`config.mk`:
```
export PLATFORM = sky130hd
export DESIGN_NAME = vsi_div_cell
export DESIGN_NICKNAME = d
export VERILOG_FILES = /design/src/hdl/vsi_pkg.sv /design/src/hdl/vsi_div_cell.sv
export SDC_FILE = /design/constraint.sdc
export NUM_CORES = 1
export LEC_CHECK = 0
export ABC_AREA = 0
export BUFFER_PORTS_ARGS = -buffer_cell sky130_fd_sc_hd__buf_2
export CELL_PAD_IN_SITES_DETAIL_PLACEMENT = 1
export CELL_PAD_IN_SITES_GLOBAL_PLACEMENT = 2
export CORE_MARGIN = 2
export CORE_UTILIZATION = 31
export DETAILED_ROUTE_END_ITERATION = 8
export PLACE_DENSITY_LB_ADDON = 0.1
export SYNTH_ARGS = -nofsm -noshare
export SYNTH_HDL_FRONTEND = slang
export SYNTH_SLANG_ARGS = --single-unit
```
`constraint.sdc`:
```
create_clock -name clk_i -period 5.55 [get_ports clk_i]
set_input_delay 0.555 -clock clk_i [delete_from_list [all_inputs] [get_ports clk_i]]
set_output_delay 0.555 -clock clk_i [all_outputs]
set_load 0.01 [all_outputs]
```
`src/hdl/vsi_pkg.sv`:
```
// ----------------------------------------------------------------------------
// vsi_pkg
// Shared widths, constants, types and the arctangent table for the
// 4-vector spherical interpolation pipeline.
// ----------------------------------------------------------------------------
`default_nettype none

package vsi_pkg;

  localparam int CompW        = 16;  // vector component width, Q2.14
  localparam int FracW        = 14;
  localparam int TW           = 15;  // blend factor / threshold width
  localparam int CordicStages = 16;
  localparam int StW          = 5;   // stage index width
  localparam int RadW         = 62;  // square root radicand
  localparam int SqStages     = RadW / 2;
  localparam int RootW        = RadW / 2;
  localparam int CrdW         = 34;  // CORDIC datapath
  localparam int AngW         = 32;  // angle in [0, pi], 30 fraction bits
  localparam int ProdW        = 51;
  localparam int NumW         = 54;
  localparam int DenW         = 32;
  localparam int QW           = 17;  // quotient bits, top bit flags overflow

  localparam logic signed [CrdW-1:0] AngPi         = 34'sd3373259426;
  localparam logic signed [CrdW-1:0] AngHalfPi     = 34'sd1686629713;
  localparam logic signed [CrdW-1:0] CordicInvGain = 34'sd652032874;
  localparam logic [TW-1:0]          OneQ14        = 15'd16384;
  localparam logic [TW-1:0]          ThrReset      = 15'd16;

  // per-item context carried down the pipe
  typedef struct packed {
    logic [3:0][CompW-1:0] sv;
    logic [3:0][CompW:0]   dv;
    logic [3:0][CrdW-1:0]  lv;
    logic [TW-1:0]         t;
    logic                  sp;
    logic                  lin;
    logic [CrdW-1:0]       c;
    logic [RootW-1:0]      s;
  } ctx_t;

  // sign and path info that rides along the divider
  typedef struct packed {
    logic [3:0] neg;
    logic       zero;
    logic       lin;
  } fin_t;

  // floor(atan(2^-i) * 2^30)
  function automatic logic [CrdW-1:0] atan_entry(input logic [StW-1:0] i);
    logic [CrdW-1:0] v;
    case (i)
      5'd0:    v = 34'd843314856;
      5'd1:    v = 34'd497837829;
      5'd2:    v = 34'd263043836;
      5'd3:    v = 34'd133525158;
      5'd4:    v = 34'd67021686;
      5'd5:    v = 34'd33543515;
      5'd6:    v = 34'd16775850;
      5'd7:    v = 34'd8388437;
      5'd8:    v = 34'd4194282;
      5'd9:    v = 34'd2097149;
      5'd10:   v = 34'd1048575;
      default: v = (i < 5'd30) ? ((CrdW'(1) << (30 - int'(i))) - CrdW'(1)) : '0;
    endcase
    return v;
  endfunction

endpackage

`default_nettype wire

```
`src/hdl/vsi_div_cell.sv`:
```
// ----------------------------------------------------------------------------
// vsi_div_cell
// One restoring-division quotient bit, registered; carries the divisor.
// ----------------------------------------------------------------------------
`default_nettype none

module vsi_div_cell (
  input  logic                      clk_i,
  input  logic                      en_i,
  input  logic [vsi_pkg::StW-1:0]   stage_i,
  input  logic [vsi_pkg::NumW-1:0]  rem_i,
  input  logic [vsi_pkg::QW-1:0]    quo_i,
  input  logic [vsi_pkg::DenW-1:0]  den_i,
  output logic [vsi_pkg::NumW-1:0]  rem_o,
  output logic [vsi_pkg::QW-1:0]    quo_o,
  output logic [vsi_pkg::DenW-1:0]  den_o
);
  import vsi_pkg::*;

  logic [NumW-1:0] dsh, rem_d, rem_q;
  logic [QW-1:0]   quo_d, quo_q;
  logic [DenW-1:0] den_q;
  logic            ge;

  always_comb begin
    dsh   = NumW'(den_i) << stage_i;
    ge    = rem_i >= dsh;
    rem_d = ge ? (rem_i - dsh) : rem_i;
    quo_d = quo_i | (QW'(ge) << stage_i);
  end

  always_ff @(posedge clk_i) begin
    if (en_i) begin
      rem_q <= rem_d;
      quo_q <= quo_d;
      den_q <= den_i;
    end
  end

  assign rem_o = rem_q;
  assign quo_o = quo_q;
  assign den_o = den_q;

endmodule

`default_nettype wire

```
[After elaboration in Yosys (flattened, before gate mapping)]
Cells that the tools add are included.
Word-level totals
  bits in registers: 103
  bits in latches: 0
  bits in writable memories: 0
  ROM bits: 0
  input port bits: 110
  output and inout port bits: 103
  logic and storage cells: 9
  memories: 0
Operators by class
  add/sub/neg operators: 1
  $mul: 0
  div/mod/pow operators: 0
  magnitude comparators: 1
  eq/ne operators: 0
  shift operators: 2
  mux-type cells: 1
  bitwise gates (word level): 1
  reduce and logical (&&, ||, !) cells: 0
Operator list (number)
  greater-or-equal comparator 54 bit: 1
  2-to-1 mux 54 bit: 1
  << shifter 32 x 5 -> 54 bit: 1
  subtractor 54 bit: 1
  bitwise OR 17 bit: 1
  << shifter 1 x 5 -> 17 bit: 1

[Depth between registers and ports, before layout]
  word-level depth: 4
  depth in mapped cells: 23
  mapped depth without buffers: 19

[Worst setup path before layout]
Ideal clock, no wire load.
  path kind: input -> register
  start point: input stage_i[0] (netlist name)
  end point: register rem_q[10] (netlist: rem_o[10]) (data pin)
  library setup time: 0.260 ns
  arrival time: 5.421 ns
  data required time: 5.290 ns
  slack: -0.131 ns
  stages on the path: 23
  buffers on the path: 5
  path through: clkbuf_1 -> clkbuf_1 -> buf_1 -> mux2i_1 -> nand2_1 -> o21ai_0 -> o22ai_1 -> nor2_1 -> nor2_1 -> nand2_1 -> ha_1 -> nand4_1 -> or3_1 -> a211o_1 -> and4b_4 -> a31oi_4 -> a211oi_2 -> nor3_2 -> a21oi_2 -> o221a_4 -> buf_12 -> buf_12 -> mux2_4
On the way
  cells in the longest elaborated chain, start to end: 3
  elaborated cells on any way between the ends: 4
  classes of those cells: add/sub (1); order compare (1); shift (1); mux (1)
RTL lines
  start: declaration: RTL line vsi_div_cell.sv:10  | input logic [vsi_pkg::StW-1:0] stage_i,
  << shifter 32 x 5 -> 54 bit *: RTL line vsi_div_cell.sv:26  | dsh = NumW'(den_i) << stage_i;
  subtractor 54 bit / greater-or-equal comparator 54 bit (equally long branches): RTL line vsi_div_cell.sv:28, vsi_div_cell.sv:27
  2-to-1 mux 54 bit *: RTL line vsi_div_cell.sv:28  | rem_d = ge ? (rem_i - dsh) : rem_i;
  via rem_d[10]: RTL line vsi_div_cell.sv:20  | logic [NumW-1:0] dsh, rem_d, rem_q;
  end signal: assignment: RTL line vsi_div_cell.sv:34  | rem_q <= rem_d;
  end: declaration: RTL line vsi_div_cell.sv:20
The timed path passes the listed nets; every way through them passes the cells marked *.
A chain may end at the register's enable or synchronous reset.

[Final worst setup path]
  start point: input stage_i[0] (netlist name)
  end point: register rem_q[53] (netlist: rem_o[53]) (data pin)
The elaborated chain is that of the path after synthesis.

==> reports/metrics.csv <==
metric,value,unit
via-per-instance ratio,5.17,
worst slew pin tran,0.727,ns
Critical Path Source Type,primary input,
Crit Path Max Fanout,38,
via count of the first global-routing pass,8288,
Hold EP,den_o[30],
Setup-failing EPs final,0,
"EDFF count, synth",103,
Clock Tree Buf Depth,2,
Final period util,94.1,%
run status,finished clean,
Crit. End Element,flip-flop,
Total Wirelength,32000,um
Final min period,5.22,ns
DP Wirelength,26400,um
diode count,0,
final hold violation count,0,
Power Total,0.00316,W
"worst slack, placed",-0.631,ns
TritonCTS clock tree,built,
CP Data Required Time,5.68,ns
library cells used by synthesis,69,
Avg WL per Cell,20.4,um
Synth Register Bits,103,
Top-Level Pins,213,
first-pass GRT wire length,48300,um
Cells on Worst Hold Path,1,
Rows,63,
HP Class,primary input to flip-flop,
placer's final routability congestion estimate,0.823,
Area Overhead vs Synth,23.4,%
vias,8111,
Most used DFF post-synth,edfxtp_1,
Die X-Extent,176,um
VDD IR max,0.201,mV
initial antenna violation count,0,
highest clock rate,191,MHz
final layout net count,1339,
delay of the slowest critical-path stage,0.58,ns
Initial Utilization,31.2,%
number of port buffers,212,
core box area,0.0294,sq mm
max cap viols,0,
GRT Total Usage,20.5,%
slew margin rel.,51.6,%
die area,0.0310,sq mm
Post-Synthesis Cells,937,
largest net degree at the start of global routing,61,
switch share,37.0,%
Sequential Power Share,32.6,%
Post-Synthesis Cell Area,0.00918,sq mm
Syn. warnings,0,
Max Transition Viols Final,0,
setup total negative slack,0,ns
unrepaired setup endpoints after global routing,false,
clk root buf,clkbuf_16,
sequential share of the synthesized area,33.7,%
DR iter-0 viols,350,
Leak,4.89,nW
Post-Syn Nets,1102,
DRC Markers,0,
Clock Power Share,21.9,%
grt total ovfl,0,
final hold slack,0.395,ns
Mean Syn Cell Area,9.80,sq um
sw power,0.00117,W
Hold Crit Start,den_i[30],
logic gate share of total power,45.5,%
DIE HEIGHT,176,um
CP max stage cell,mux4_2,
Critical path origin,stage_i[0],
Num CTS Buffers,9,
Final ANT Viol Nets,0,
post-route setup slack,0.328,ns
clock-pin transition on the worst setup and hold timing paths,0.09,ns
CP arrival,5.36,ns
critical path class,primary input to flip-flop,
drt first pass iters,4,
share of layout cells above drive strength 1,33.4,%
Power Density,279,mW/mm^2
H-tree depth,3,
CTS sink count,103,
hold buffer count at cts,0,
crit-path cells,buf_2 -> buf_12 -> mux4_2 -> mux2_2 -> o21ai_0 -> nor2_1 -> a21oi_1 -> ha_1 -> nand2_1 -> nor4_1 -> a22oi_1 -> a2111oi_2 -> o31ai_1 -> a31oi_1 -> a21oi_1 -> o31ai_1 -> xor2_1 -> mux2_2,
Pint,0.00199,W
Post-synth ARST share,0,%
[what timing repair did]
item | 4_1_cts | 5_1_grt
setup buffers | 0 | 0
setup endpoints to repair | 4 | 1
gates resized for setup | 3 | 2
hold endpoints to repair | 0 | 0
[synthesized netlist by cell type, types with 9 or more instances]
| cell type | count | area share [%] |
|---|---|---|
| nor2_1 | 76 | 3.1 |
| nand2_1 | 112 | 4.6 |
| inv_1 | 26 | 1.1 |
| nor3_1 | 9 | 0.49 |
| o21ai_0 | 51 | 2.8 |
| xnor2_1 | 32 | 3.1 |
| mux4_2 | 13 | 3.2 |
| o21bai_1 | 14 | 1.1 |
| nand3_1 | 20 | 1.1 |
| mux2i_1 | 43 | 4.7 |
| a31oi_1 | 9 | 0.61 |
| nand4_1 | 12 | 0.82 |
| xor2_1 | 17 | 1.6 |
| mux2_4 | 49 | 8.0 |
| a21o_1 | 22 | 1.8 |
| edfxtp_1 | 103 | 34 |
| a21oi_1 | 80 | 4.4 |
| mux2_2 | 16 | 2.0 |
| clkbuf_1 | 37 | 1.5 |
| nand2b_1 | 10 | 0.68 |
| ha_1 | 54 | 7.4 |
[logic make-up (layout without fill, tap and decap cells)]
group	after synthesis	after routing	synth area share, %
simple gates	274	274	13.4
mux	121	121	17.9
compound gates	252	252	18.2
flops	103	103	33.7
buf+inv	83	325	4.62
fa+ha+maj	55	55	7.58
xor+xnor	49	49	4.67
[metal layers]
metal | vias to the layer above | global-route usage [%] | share of wire, %
li1 | 3973 | - | -
met1 | 3953 | 28.6 | 48
met2 | 172 | 34.0 | 48
met3 | 13 | 2.39 | 3.7
met4 | 0 | 4.48 | 0.89
met5 | - | 0 | 0
[worst max-delay path: cells and delay by family]
family | cells | cell delay (ns)
AND/OR/NAND/NOR | 3 | 0.55
multiplexers | 3 | 1.15
adder cells (fa/ha/maj) | 1 | 0.31
buffers and inverters | 2 | 0.43
XOR/XNOR | 1 | 0.11
AO/OA/AOI/OAI | 8 | 2.24
[placed cells by master, fill, tap and decap left out, types with 6 or more instances in the layout]
cell type  instances
clkbuf_16          9
xnor2_1           32
buf_2            211
buf_4             64
edfxtp_1         103
nand2b_1          10
o21bai_1          14
mux2i_1           43
mux4_2            13
o21ai_0           49
mux2_4            49
nor2b_1            8
a31oi_1            9
inv_1             26
nand4_1           12
o22a_1             8
nor3_1             9
a211oi_1           7
nor2_1            76
a21oi_1           80
nand3_1           20
xor2_1            17
a21o_1            22
nand2_1          112
buf_12             6
mux2_2            16
and2_1             6
ha_1              54
[power groups by stage]
stage | combinational (W) | clock, W | sequential, W
3_5_place_dp | 0.00144 | 0 | 0.00105
6_report | 0.00144 | 0.000692 | 0.00103
5_1_grt | 0.00158 | 0.000739 | 0.00104
2_1_floorplan | 0.000878 | 0 | 0.00111
4_1_cts | 0.00145 | 0.000719 | 0.00104
3_3_place_gp | 0.00144 | 0 | 0.00105
[area by class of cell]
class,instances,area (sq um)
tap,390,488
fill,3435,18100
timing repair buffer,281,1660
multi-input combinational,751,5670
sequential,103,3090
clock inverter,7,86.3
clock buffer,9,225
inverter,28,105
[how the worst max path moves through the flow]
stage / to / cells past startpoint
after detailed placement: rem_o[53] / 18
after global routing: rem_o[53] / 20
after CTS: rem_o[53] / 18
after global placement: rem_o[53] / 20
after floorplan: rem_o[10] / 22
final: rem_o[53] / 18
[stage by stage]
step / instance area [sq um] / util, % / instances
4_1_cts: 11300 / 38.5 / 1569
3_5_place_dp: 11000 / 37.4 / 1553
5_1_grt: 11300 / 38.5 / 1569
2_1_floorplan: 9180 / - / 937
6_report: 11300 / 38.5 / 1569
3_3_place_gp: 11000 / 37.4 / 1553
[flip-flops by register name (all words and copies together) (netlist names)]
name   cells
den_o     32
quo_o     17
rem_o     54
(Power assumes the default switching activity.)
